$ cat src/rtl/lfu_pkg.sv
// Shared constants and types of the LFU cache block.
package lfu_pkg;

    localparam int CAPACITY_DEF    = 16;
    localparam int COUNT_WIDTH_DEF = 16;

    localparam int KEY_W  = 32;
    localparam int DATA_W = 32;
    localparam int CFG_W  = 5;

    localparam logic [CFG_W-1:0] CFG_RESET = 5'd16;

    localparam logic FUNC_GET = 1'b0;
    localparam logic FUNC_PUT = 1'b1;

    typedef enum logic [2:0] {
        ST_IDLE,
        ST_SCAN,
        ST_SCAN_WAIT,
        ST_DECIDE,
        ST_UPD,
        ST_UPD_WAIT,
        ST_DONE
    } state_t;

    typedef enum logic [1:0] {
        OP_NONE,
        OP_TOUCH,
        OP_INSERT
    } op_t;

endpackage

$ cat src/rtl/lfu_scan.sv
// Scan accumulator: key match, LFU victim and first free slot over one pass.
module lfu_scan #(
    parameter int CAPACITY    = lfu_pkg::CAPACITY_DEF,
    parameter int COUNT_WIDTH = lfu_pkg::COUNT_WIDTH_DEF,
    localparam int IW         = (CAPACITY > 1) ? $clog2(CAPACITY) : 1,
    localparam int RES_W      = 3 + 5 * IW + lfu_pkg::DATA_W
) (
    input  logic                       aclk,
    input  logic                       aresetn,
    input  logic                       clear,
    input  logic                       en,
    input  logic [lfu_pkg::KEY_W-1:0]  look_key,
    input  logic [IW-1:0]              e_idx,
    input  logic                       e_valid,
    input  logic [lfu_pkg::KEY_W-1:0]  e_key,
    input  logic [lfu_pkg::DATA_W-1:0] e_data,
    input  logic [COUNT_WIDTH-1:0]     e_count,
    input  logic [IW-1:0]              e_rank,
    output logic [RES_W-1:0]           result
);

    typedef struct packed {
        logic                       match;
        logic [IW-1:0]              match_idx;
        logic [lfu_pkg::DATA_W-1:0] match_data;
        logic [IW-1:0]              match_rank;
        logic                       victim_ok;
        logic [IW-1:0]              victim_idx;
        logic [IW-1:0]              victim_rank;
        logic                       free_ok;
        logic [IW-1:0]              free_idx;
    } scan_res_t;

    scan_res_t              res_reg;
    logic [COUNT_WIDTH-1:0] vcount_reg;
    logic                   take_match;
    logic                   take_victim;
    logic                   take_free;

    always_comb begin
        take_match  = e_valid && (e_key == look_key) && !res_reg.match;
        take_victim = e_valid && (!res_reg.victim_ok || (e_count < vcount_reg) ||
                      ((e_count == vcount_reg) && (e_rank > res_reg.victim_rank)));
        take_free   = !e_valid && !res_reg.free_ok;
    end

    always_ff @(posedge aclk) begin
        if (!aresetn) begin
            res_reg.match     <= 1'b0;
            res_reg.victim_ok <= 1'b0;
            res_reg.free_ok   <= 1'b0;
        end else if (clear) begin
            res_reg.match     <= 1'b0;
            res_reg.victim_ok <= 1'b0;
            res_reg.free_ok   <= 1'b0;
        end else if (en) begin
            if (take_match) begin
                res_reg.match      <= 1'b1;
                res_reg.match_idx  <= e_idx;
                res_reg.match_data <= e_data;
                res_reg.match_rank <= e_rank;
            end
            // Lowest count wins; on equal counts the older entry (larger rank).
            if (take_victim) begin
                res_reg.victim_ok   <= 1'b1;
                res_reg.victim_idx  <= e_idx;
                res_reg.victim_rank <= e_rank;
                vcount_reg          <= e_count;
            end
            if (take_free) begin
                res_reg.free_ok  <= 1'b1;
                res_reg.free_idx <= e_idx;
            end
        end
    end

    assign result = res_reg;

endmodule

$ cat src/rtl/lfu_cache_replacement.sv
// Top level of the LFU key-value cache with its entry memory and sequencer.
// Channels:
//   s_*: one transfer per access; s_tuser is the operation (0 get, 1 put),
//   s_tdata carries the key and, for a put, the value.
//   m_*: exactly one transfer per access, in order; m_tuser is the hit flag,
//   m_tdata the stored value on a get hit, else 0.
//   cfg_*: writes the capacity register (always ready); write it only while
//   no access is in flight. Values above CAPACITY act as CAPACITY; zero
//   makes puts do nothing.
// Timing: a scan pass over all CAPACITY entries finds the key, the victim and
//   a free slot; an access that changes state then makes an update pass that
//   rewrites counts and recency ranks. The memory's one read port sets the
//   pace. A get miss or a put at capacity zero skips the update pass; the
//   next input is taken only once the result has gone to the output register.
// Reset: aresetn (synchronous, active low) empties the cache (valid bits and
//   occupancy clear at once, no sweep) and sets capacity to 16.
// Stall: the result waits in an output register; the next access is taken
//   meanwhile and holds in its last step until the register frees.
module lfu_cache_replacement #(
    parameter int CAPACITY    = lfu_pkg::CAPACITY_DEF,
    parameter int COUNT_WIDTH = lfu_pkg::COUNT_WIDTH_DEF
) (
    input  logic                        aclk,
    input  logic                        aresetn,
    // Input transfers
    input  logic                        s_tvalid,
    output logic                        s_tready,
    input  logic [63:0]                 s_tdata,   // [31:0] key, [63:32] value
    input  logic                        s_tuser,   // [0] func
    // Result transfers
    output logic                        m_tvalid,
    input  logic                        m_tready,
    output logic [31:0]                 m_tdata,   // [31:0] read_value
    output logic                        m_tuser,   // [0] hit
    // Capacity register write
    input  logic                        cfg_valid,
    output logic                        cfg_ready,
    input  logic [lfu_pkg::CFG_W-1:0]   cfg_data   // capacity
);

    localparam int IW    = (CAPACITY > 1) ? $clog2(CAPACITY) : 1;
    localparam int OW    = $clog2(CAPACITY + 1);
    localparam int EW    = (OW > lfu_pkg::CFG_W) ? OW : lfu_pkg::CFG_W;
    localparam int RES_W = 3 + 5 * IW + lfu_pkg::DATA_W;
    localparam logic [IW-1:0] LAST_IDX = IW'(CAPACITY - 1);

    typedef struct packed {
        logic [lfu_pkg::KEY_W-1:0]  key;
        logic [lfu_pkg::DATA_W-1:0] data;
        logic [COUNT_WIDTH-1:0]     count;
        logic [IW-1:0]              rank;
    } entry_t;

    typedef struct packed {
        logic                       match;
        logic [IW-1:0]              match_idx;
        logic [lfu_pkg::DATA_W-1:0] match_data;
        logic [IW-1:0]              match_rank;
        logic                       victim_ok;
        logic [IW-1:0]              victim_idx;
        logic [IW-1:0]              victim_rank;
        logic                       free_ok;
        logic [IW-1:0]              free_idx;
    } scan_res_t;

    // Entry memory: one read and one write port, registered read.
    entry_t mem [CAPACITY];

    lfu_pkg::state_t state_reg, state_next;
    logic [IW-1:0]   cnt_reg, cnt_next;

    logic                        rd_en;
    logic [IW-1:0]               rd_addr;
    entry_t                      rd_q;
    logic [IW-1:0]               rd_idx_reg;
    logic                        rd_pend_reg;

    logic                        wr_en;
    entry_t                      wr_data;

    logic [CAPACITY-1:0]         valid_reg;
    logic [CAPACITY-1:0]         valid_next;
    logic [OW-1:0]               occ_reg;
    logic [lfu_pkg::CFG_W-1:0]   cap_reg;

    // Latched access
    logic                        func_reg;
    logic [lfu_pkg::KEY_W-1:0]   key_reg;
    logic [lfu_pkg::DATA_W-1:0]  value_reg;

    // Decision taken after the scan
    lfu_pkg::op_t                op_reg;
    logic [IW-1:0]               tgt_reg;
    logic [IW-1:0]               tgt_rank_reg;
    logic                        ins_ok_reg;
    logic                        evict_reg;
    logic [IW-1:0]               ev_rank_reg;
    logic                        hit_reg;
    logic [lfu_pkg::DATA_W-1:0]  rdv_reg;

    // Output register
    logic                        m_tvalid_reg;
    logic [lfu_pkg::DATA_W-1:0]  m_tdata_reg;
    logic                        m_tuser_reg;

    logic [RES_W-1:0]            scan_bits;
    scan_res_t                   sr;
    logic                        scan_clear;
    logic                        scan_en;

    // Decide-step signals
    logic [EW-1:0]               cap_ext;
    logic [EW-1:0]               eff_cap;
    logic                        full;
    lfu_pkg::op_t                d_op;
    logic                        d_hit;
    logic [lfu_pkg::DATA_W-1:0]  d_rdv;
    logic                        d_evict;
    logic                        d_ins;
    logic [IW-1:0]               d_tgt;
    logic [IW-1:0]               d_tgt_rank;
    logic                        upd_en;
    logic                        out_load;

    assign cfg_ready = 1'b1;
    assign s_tready  = (state_reg == lfu_pkg::ST_IDLE);
    assign m_tvalid  = m_tvalid_reg;
    assign m_tdata   = m_tdata_reg;
    assign m_tuser   = m_tuser_reg;

    // ---------------- sequencer ----------------
    always_ff @(posedge aclk) begin
        if (!aresetn) begin
            state_reg <= lfu_pkg::ST_IDLE;
            cnt_reg   <= '0;
        end else begin
            state_reg <= state_next;
            cnt_reg   <= cnt_next;
        end
    end

    always_comb begin
        state_next = state_reg;
        cnt_next   = cnt_reg;
        rd_en      = 1'b0;
        rd_addr    = cnt_reg;
        scan_clear = 1'b0;
        out_load   = 1'b0;
        unique case (state_reg)
            lfu_pkg::ST_IDLE: begin
                if (s_tvalid) begin
                    scan_clear = 1'b1;
                    cnt_next   = '0;
                    state_next = lfu_pkg::ST_SCAN;
                end
            end
            lfu_pkg::ST_SCAN: begin
                rd_en = 1'b1;
                if (cnt_reg == LAST_IDX) begin
                    state_next = lfu_pkg::ST_SCAN_WAIT;
                end else begin
                    cnt_next = cnt_reg + 1'b1;
                end
            end
            lfu_pkg::ST_SCAN_WAIT: begin
                state_next = lfu_pkg::ST_DECIDE;
            end
            lfu_pkg::ST_DECIDE: begin
                cnt_next   = '0;
                state_next = (d_op == lfu_pkg::OP_NONE) ? lfu_pkg::ST_DONE
                                                         : lfu_pkg::ST_UPD;
            end
            lfu_pkg::ST_UPD: begin
                rd_en = 1'b1;
                if (cnt_reg == LAST_IDX) begin
                    state_next = lfu_pkg::ST_UPD_WAIT;
                end else begin
                    cnt_next = cnt_reg + 1'b1;
                end
            end
            lfu_pkg::ST_UPD_WAIT: begin
                state_next = lfu_pkg::ST_DONE;
            end
            lfu_pkg::ST_DONE: begin
                // Hold until the output register is free.
                if (!m_tvalid_reg || m_tready) begin
                    out_load   = 1'b1;
                    state_next = lfu_pkg::ST_IDLE;
                end
            end
            default: begin
                state_next = lfu_pkg::ST_IDLE;
            end
        endcase
    end

    // ---------------- entry memory ----------------
    always_ff @(posedge aclk) begin
        if (rd_en) begin
            rd_q <= mem[rd_addr];
        end
        if (wr_en) begin
            mem[rd_idx_reg] <= wr_data;
        end
    end

    always_ff @(posedge aclk) begin
        if (!aresetn) begin
            rd_pend_reg <= 1'b0;
        end else begin
            rd_pend_reg <= rd_en;
        end
        rd_idx_reg <= rd_addr;
    end

    // ---------------- scan pass ----------------
    assign scan_en = rd_pend_reg &&
                     ((state_reg == lfu_pkg::ST_SCAN) || (state_reg == lfu_pkg::ST_SCAN_WAIT));

    lfu_scan #(
        .CAPACITY    (CAPACITY),
        .COUNT_WIDTH (COUNT_WIDTH)
    ) u_scan (
        .aclk     (aclk),
        .aresetn  (aresetn),
        .clear    (scan_clear),
        .en       (scan_en),
        .look_key (key_reg),
        .e_idx    (rd_idx_reg),
        .e_valid  (valid_reg[rd_idx_reg]),
        .e_key    (rd_q.key),
        .e_data   (rd_q.data),
        .e_count  (rd_q.count),
        .e_rank   (rd_q.rank),
        .result   (scan_bits)
    );

    assign sr = scan_bits;

    // ---------------- decision ----------------
    always_comb begin
        cap_ext    = EW'(cap_reg);
        eff_cap    = (cap_ext > EW'(CAPACITY)) ? EW'(CAPACITY) : cap_ext;
        full       = EW'(occ_reg) >= eff_cap;
        d_op       = lfu_pkg::OP_NONE;
        d_hit      = 1'b0;
        d_rdv      = '0;
        d_evict    = 1'b0;
        d_ins      = 1'b0;
        d_tgt      = sr.match_idx;
        d_tgt_rank = sr.match_rank;
        if (func_reg == lfu_pkg::FUNC_GET) begin
            if (sr.match) begin
                d_op  = lfu_pkg::OP_TOUCH;
                d_hit = 1'b1;
                d_rdv = sr.match_data;
            end
        end else if (eff_cap != '0) begin
            if (sr.match) begin
                d_op  = lfu_pkg::OP_TOUCH;
                d_hit = 1'b1;
            end else begin
                d_op    = lfu_pkg::OP_INSERT;
                d_evict = full && sr.victim_ok;
                // Lowest free slot once the victim has left.
                priority if (d_evict && (!sr.free_ok || (sr.victim_idx < sr.free_idx))) begin
                    d_ins = 1'b1;
                    d_tgt = sr.victim_idx;
                end else if (sr.free_ok) begin
                    d_ins = 1'b1;
                    d_tgt = sr.free_idx;
                end else begin
                    d_ins = 1'b0;
                end
            end
        end
        // Clear the victim first; an insert may reuse its slot.
        valid_next = valid_reg;
        if (d_evict) begin
            valid_next[sr.victim_idx] = 1'b0;
        end
        if (d_ins) begin
            valid_next[d_tgt] = 1'b1;
        end
    end

    always_ff @(posedge aclk) begin
        if (!aresetn) begin
            valid_reg <= '0;
            occ_reg   <= '0;
            cap_reg   <= lfu_pkg::CFG_RESET;
        end else begin
            if (cfg_valid && cfg_ready) begin
                cap_reg <= cfg_data;
            end
            if (state_reg == lfu_pkg::ST_DECIDE) begin
                valid_reg <= valid_next;
                occ_reg   <= occ_reg - OW'(d_evict) + OW'(d_ins);
            end
        end
    end

    always_ff @(posedge aclk) begin
        if (s_tvalid && s_tready) begin
            func_reg  <= s_tuser;
            key_reg   <= s_tdata[31:0];
            value_reg <= s_tdata[63:32];
        end
        if (state_reg == lfu_pkg::ST_DECIDE) begin
            op_reg       <= d_op;
            tgt_reg      <= d_tgt;
            tgt_rank_reg <= d_tgt_rank;
            ins_ok_reg   <= d_ins;
            evict_reg    <= d_evict;
            ev_rank_reg  <= sr.victim_rank;
            hit_reg      <= d_hit;
            rdv_reg      <= d_rdv;
        end
    end

    // ---------------- update pass: read, modify, write back ----------------
    assign upd_en = rd_pend_reg &&
                    ((state_reg == lfu_pkg::ST_UPD) || (state_reg == lfu_pkg::ST_UPD_WAIT));

    always_comb begin
        wr_en   = 1'b0;
        wr_data = rd_q;
        if (upd_en) begin
            unique case (op_reg)
                lfu_pkg::OP_TOUCH: begin
                    if (rd_idx_reg == tgt_reg) begin
                        wr_en        = 1'b1;
                        wr_data.rank = '0;
                        if (rd_q.count != '1) begin
                            wr_data.count = rd_q.count + 1'b1;
                        end
                        if (func_reg == lfu_pkg::FUNC_PUT) begin
                            wr_data.data = value_reg;
                        end
                    end else if (valid_reg[rd_idx_reg]) begin
                        // Age every entry that was newer than the touched one.
                        wr_en = 1'b1;
                        if (rd_q.rank < tgt_rank_reg) begin
                            wr_data.rank = rd_q.rank + 1'b1;
                        end
                    end
                end
                lfu_pkg::OP_INSERT: begin
                    if (ins_ok_reg && (rd_idx_reg == tgt_reg)) begin
                        wr_en         = 1'b1;
                        wr_data.key   = key_reg;
                        wr_data.data  = value_reg;
                        wr_data.count = COUNT_WIDTH'(1);
                        wr_data.rank  = '0;
                    end else if (valid_reg[rd_idx_reg]) begin
                        // Close the victim's gap, then age everything by one.
                        wr_en        = 1'b1;
                        wr_data.rank = rd_q.rank + IW'(ins_ok_reg)
                                     - IW'(evict_reg && (rd_q.rank > ev_rank_reg));
                    end
                end
                default: begin
                    wr_en = 1'b0;
                end
            endcase
        end
    end

    // ---------------- result register ----------------
    always_ff @(posedge aclk) begin
        if (!aresetn) begin
            m_tvalid_reg <= 1'b0;
        end else if (out_load) begin
            m_tvalid_reg <= 1'b1;
        end else if (m_tready) begin
            m_tvalid_reg <= 1'b0;
        end
        if (out_load) begin
            m_tdata_reg <= rdv_reg;
            m_tuser_reg <= hit_reg;
        end
    end

endmodule
$ cat config.mk
export PLATFORM = sky130hd
export DESIGN_NAME = lfu_cache_replacement
export DESIGN_NICKNAME = d
export VERILOG_FILES = /design/src/rtl/lfu_pkg.sv /design/src/rtl/lfu_scan.sv /design/src/rtl/lfu_cache_replacement.sv
export SDC_FILE = /design/constraint.sdc
export NUM_CORES = 2
export LEC_CHECK = 0
export ABC_CLOCK_PERIOD_IN_PS = 19100
export BUFFER_PORTS_ARGS = -buffer_cell sky130_fd_sc_hd__buf_2
export CAP_MARGIN = 30
export CELL_PAD_IN_SITES_DETAIL_PLACEMENT = 1
export CELL_PAD_IN_SITES_GLOBAL_PLACEMENT = 1
export CORE_UTILIZATION = 60
export CTS_BUF_LIST = sky130_fd_sc_hd__clkbuf_16
export CTS_CLUSTER_SIZE = 8
export DETAILED_ROUTE_END_ITERATION = 16
export PLACE_DENSITY = 0.84
export SLEW_MARGIN = 10
export SYNTH_ARGS = -nofsm -noshare
export SYNTH_HDL_FRONTEND = slang
export SYNTH_SLANG_ARGS = --single-unit
$ cat constraint.sdc
create_clock -name aclk -period 19.1 [get_ports aclk]
set_input_delay 3.82 -clock aclk [delete_from_list [all_inputs] [get_ports aclk]]
set_output_delay 3.82 -clock aclk [all_outputs]
set_load 0.1 [all_outputs]
=== After elaboration in Yosys (flattened, before gate mapping) ===
Memory sizes are Yosys's and may differ from the RTL's. A register that Yosys moved wholly into a read port is not among the register bits.
Index checks and enable logic that the tools add are counted.

* Bits in registers: 257
* Memory bits (writable): 1,344
* Word-level logic and storage cells: 180
* Memories: 1

* Add/sub/neg operators: 7
* Magnitude comparators: 12
* Eq/ne operators: 18
* Multiplexer cells: 64
* Bitwise logic cells: 6
* Reductions and logical operators: 41

{| class="wikitable"
|+ Memories
! name !! words !! bits a word !! read ports !! clocked after Yosys merged registers in !! wr ports !! RTL line !! text
|-
| mem || 16 || 84 || 1 || 1 || 1 || lfu_cache_replacement.sv:67 || <nowiki>entry_t mem [CAPACITY];</nowiki>
|}

{| class="wikitable"
|+ Operator list
! operator !! number
|-
| $pmux W52 S2 || 1
|-
| $mux W84 || 1
|-
| $mux W80 || 1
|-
| $mux W32 || 2
|-
| $mux W16 || 3
|-
| $mux W4 || 12
|-
| $mux W48 || 1
|-
| $eq A32 B32 Y1 || 1
|-
| $mux W1 || 28
|-
| $pmux W3 S7 || 1
|-
| $add A16 B1 Y16 const B || 1
|-
| $and A16 B16 Y16 || 1
|-
| $eq A16 B16 Y1 || 1
|-
| $lt A16 B16 Y1 || 1
|-
| $ne A16 B16 Y1 const B || 1
|-
| $not A16 Y16 || 1
|-
| $or A16 B16 Y16 || 1
|-
| $reduce_and A4 Y1 || 4
|-
| $lt A4 B5 Y1 const B || 3
|-
| $logic_and A1 B1 Y1 || 14
|-
| $mux W3 || 4
|-
| $pmux W4 S3 || 1
|-
| $ne A2 B2 Y1 const B || 5
|-
| $eq A3 B3 Y1 const B || 3
|-
| other kinds (32) || 56
|}

=== Longest topological paths before layout ===
* Word-level depth: 15
* Gate-level depth with buffers: 20
* Mapped depth without buffers: 19

=== By module ===
A second synthesis with hierarchy kept.

* Cell total of the unflattened synthesis: 2,896
* Area, all modules: 64,947.3 µm²

{| class="wikitable"
|+ Modules (own cells, without submodules)
! module !! instances !! cells each !! area each (µm²)
|-
| lfu_cache_replacement || 1 || 2,700 || 61,925.6
|-
| lfu_scan || 1 || 196 || 3,021.6
|}

=== Least setup slack after synthesis ===
OpenSTA, ideal clock, no wires.

* Path type: reg-to-reg
* Start point: register op_reg[0]
* End point: memory mem[0][0] (netlist bit), enable pin
* Arrival time: 7.298 ns
* Slack: 11.173 ns
* Stages on the path, launching flop included: 8
* Buffers on the path: 1
* Clock period less this slack: 7.927 ns
* Cell sequence: edfxtp_1 ha_1 or3_1 clkbuf_1 a21oi_1 nor2b_4 nand2b_2 nor3_1

* Word-level cells in the longest chain between the ends: 5
* Elaborated cells on any way between the ends: 6

{| class="wikitable"
|+ Ends and longest elaborated chain
! what !! RTL line !! text
|-
| from (decl) || lfu_cache_replacement.sv:92 || <nowiki>lfu_pkg::op_t op_reg;</nowiki>
|-
| from (signal assigned) || lfu_cache_replacement.sv:310 || <nowiki>op_reg <= d_op;</nowiki>
|-
| $eq A2 B2 Y1 or $eq A2 B1 Y1 (tied branches) || lfu_cache_replacement.sv:329 || <nowiki>unique case (op_reg)</nowiki>
|-
| $pmux W1 S2 * || lfu_cache_replacement.sv:329 ||
|-
| $mux W1 * || lfu_cache_replacement.sv:328 || <nowiki>if (upd_en) begin</nowiki>
|-
| $mux W1 * || lfu_cache_replacement.sv:202 || <nowiki>if (wr_en) begin</nowiki>
|-
| $mux W1 (implied by the code) * || lfu_cache_replacement.sv:203 || <nowiki>mem[rd_idx_reg] <= wr_data;</nowiki>
|-
| to (decl) || lfu_cache_replacement.sv:67 ||
|}

Every way passes the cells marked *; elsewhere a longest branch is shown, timed or not.

=== Final worst setup path ===
* Start point: register state_reg[1]
* End point: output port s_tready

* Word-level cells in the longest chain between the ends: 1

{| class="wikitable"
|+ Ends and longest elaborated chain
! what !! RTL line !! text
|-
| from (decl) || lfu_cache_replacement.sv:69 || <nowiki>lfu_pkg::state_t state_reg, state_next;</nowiki>
|-
| from (signal assigned) || lfu_cache_replacement.sv:134 || <nowiki>state_reg <= lfu_pkg::ST_IDLE;</nowiki>
|-
| from (signal assigned) || lfu_cache_replacement.sv:137 || <nowiki>state_reg <= state_next;</nowiki>
|-
| $logic_not A3 Y1 || lfu_cache_replacement.sv:126 || <nowiki>assign s_tready = (state_reg == lfu_pkg::ST_IDLE);</nowiki>
|-
| to (decl) || lfu_cache_replacement.sv:27 || <nowiki>output logic s_tready,</nowiki>
|}

No other way between the ends.

==> results by group <==
Run status
  • Status: complete, no violations

Final layout
  • Fraction of layout instances using a drive strength above 1: 0.292
  • Synthesis-to-layout area growth: 13.6%
  • Largest Register: mem
  • Leading cell type in the layout, fill and taps excluded: edfxtp_1
  • FILL cells: 8138
  • # nets final: 3308
  • Largest register FFs: 1344
  • Most frequent cells in the layout: 1642 x edfxtp_1, 424 x mux4_2, 231 x clkbuf_16, 109 x buf_2, 83 x inv_1

Detailed routing
  • WL per Instance: 44.0 um
  • Router iterations before antenna repair: 5
  • Routed Antenna Nets: 0
  • Post-DR vias/cell: 7.60
  • Final WL: 203000 um
  • Vias: 35149
  • Residual DRC: 0
  • Initial DRC Count: 6258

Pwr
  • VDD IR-drop max: 0.104 mV
  • P_leak: 23.5 nW
  • Total power: 8.87 mW
  • PwrDens: 120 nW/um^2

Synth
  • Sequential area share after synthesis: 0.773
  • Avg Inst Size Synth: 22.4 sq um
  • Synth async-reset ratio: 0
  • Syn nets: 3023
  • FF+latch count, synth: 1684
  • EDFF count, synth: 1642
  • Cell variety after synth: 73
  • Yosys warns: 0
  • Synth Instances: 2896
  • Synth Cell Area: 64900 sq um
  • Primary FF master, synth: edfxtp_1

CTS
  • Post-CTS Setup Bufs: 0
  • CTS resizes: 0
  • H-tree depth: 4
  • Clock root buffer: clkbuf_16
  • CTS tree: built
  • Total CTS buffers: 228
  • CTS max path bufs: 3
  • CTS Sinks: 1684
  • Reg clk slew, reported paths: 60 ps
  • Hold-fix buffers, CTS: 0
  • Worst-skew pair later-pin latency: 830 ps

Place
  • GPL Wtd Cong: 0.809
  • Detailed placement HPWL: 86200 um
  • Port Buffers: 109

Setup path
  • Type of origin of the critical path: flip-flop
  • Critical path arrival: 2250 ps
  • CP endpoint: s_tready
  • Reg-to-reg endpoint: mem[2][80]
  • Worst EP required: 15280 ps
  • Critical path class: flip-flop to output port
  • Max FO, Critical Path: 18
  • FF-to-FF Start: state_reg[2]
  • Worst R2R Setup Slack: 13460 ps
  • Reg2Reg Depth: 8
  • Start point of the critical path: state_reg[1]
  • CP Capture Type: output port

Die
  • Initial Util: 0.605
  • Die area: 109000 sq um
  • Die Ht: 331 um
  • IO Pins: 111
  • Rows: 120
  • Core footprint: 107000 sq um
  • Chip Width: 331 um

Timing
  • Fmax: 165 MHz
  • Final count of negative-setup-slack endpoints: 0
  • Relative slew slack: 0.268
  • Crit share post-route: 0.318
  • Final min period: 6070 ps
  • Least-Margin Pin Slew: 1100 ps
  • Max Clock Skew: 37.8 ps
  • RSZ-0062 raised after global routing: no
  • Max Slew Vio Count: 0
  • Final Hold Fails: 0
  • Fin Setup TNS: 0 ps

Global routing
  • First-pass GRT wire length: 272000 um
  • Total GRT Usage: 0.362
  • Largest net degree at the start of global routing: 121
  • GR Overflow Total: 0
  • Initial antenna violation count: 8
  • Vias in the first global route: 35968

Min path
  • Hold Path Class: flip-flop to flip-flop

Flow run
  • Max cap viols: 0
==> cells in the mapped netlist (8+ instances only) <==
cell type,number,share of area
a21oi_1,24,0.0019
buf_2,32,0.0025
xnor2_1,8,0.0011
nor2b_1,15,0.0014
mux4_2,424,0.15
nand3_1,13,0.0010
mux2_2,34,0.0059
inv_1,62,0.0036
ha_1,50,0.0096
clkbuf_1,88,0.0051
and3_1,36,0.0035
nor3_1,11,0.00085
buf_1,9,0.00052
nor4_1,10,0.00096
xor2_1,30,0.0041
nor2_1,35,0.0020
nand4_1,12,0.0012
o21ai_0,45,0.0035
a21o_1,17,0.0020
o211ai_1,17,0.0020
a22o_1,42,0.0057
edfxtp_1,1642,0.76
dfxtp_1,42,0.013
nand2_1,58,0.0034
nand2b_1,12,0.0012
==> cells by family (layout without fill, tap and decap cells) <==
logic type / Yosys count / count (layout) / synth area share
compound gates: 216 / 216 / 0.0239
xor+xnor: 42 / 42 / 0.00613
fa+ha+maj: 52 / 52 / 0.0103
buf+inv: 202 / 520 / 0.0130
flops: 1684 / 1684 / 0.773
mux: 464 / 464 / 0.154
other cells: 1 / 7 / 0.0000578
simple gates: 235 / 235 / 0.0194
==> layout make-up <==
type,instances,area [sq um],share of cell area
diodes,6,15.0,0.000204
multi-input cells,1010,14000,0.190
clock buffers,231,5780,0.0784
flip-flops and latches,1684,50200,0.681
inverters,65,244,0.00331
well taps,1403,1760,0.0238
repair buffers,192,1480,0.0201
clock inverters,32,221,0.00300
==> worst max-delay path, stage by stage, from the launching register on <==
cell and delay, ps:
dfxtp_1 520, nor3_1 400, buf_2 510
==> where the power goes <==
part,internal (mW),leakage [nW],switching (mW)
clock network,2.11,3.03,1.62
logic,0.305,5.25,0.480
registers,4.27,15.2,0.0897
total,6.68,23.5,2.19
==> stage by stage <==
step | utilization | std cells | hold slack, ps | worst slack (ps) | area (sq um)
3_5_place_dp | 0.628 | 4337 | 406 | 12390 | 67300
6_report | 0.687 | 4623 | 412 | 13030 | 73700
4_1_cts | 0.684 | 4600 | 414 | 13030 | 73300
3_3_place_gp | 0.627 | 4332 | 403 | 12510 | 67200
5_1_grt | 0.687 | 4618 | 427 | 12970 | 73700
2_1_floorplan | - | 2896 | 329 | 11170 | 64900
==> how the worst min path moves through the flow <==
stage	from	to	slack, ps	cells past startpoint
detailed placement	rdv_reg[24]	m_tdata[24]	410	0
global route	rdv_reg[24]	m_tdata[24]	430	0
floorplan	cnt_reg[2]	rd_idx_reg[2]	330	0
finish	rdv_reg[0]	m_tdata[0]	410	0
global placement	rdv_reg[10]	m_tdata[10]	400	0
CTS	rdv_reg[0]	m_tdata[0]	410	0
==> routing by layer <==
metal	part of all wire	vias up	routed length (um)	GRT usage
li1	-	12690	-	-
met1	0.34	18167	68800	0.484
met2	0.49	3565	98900	0.578
met3	0.12	719	24700	0.0817
met4	0.054	8	11000	0.161
met5	0.00021	-	43	0
Note: power is estimated with default switching activity, not from simulation.
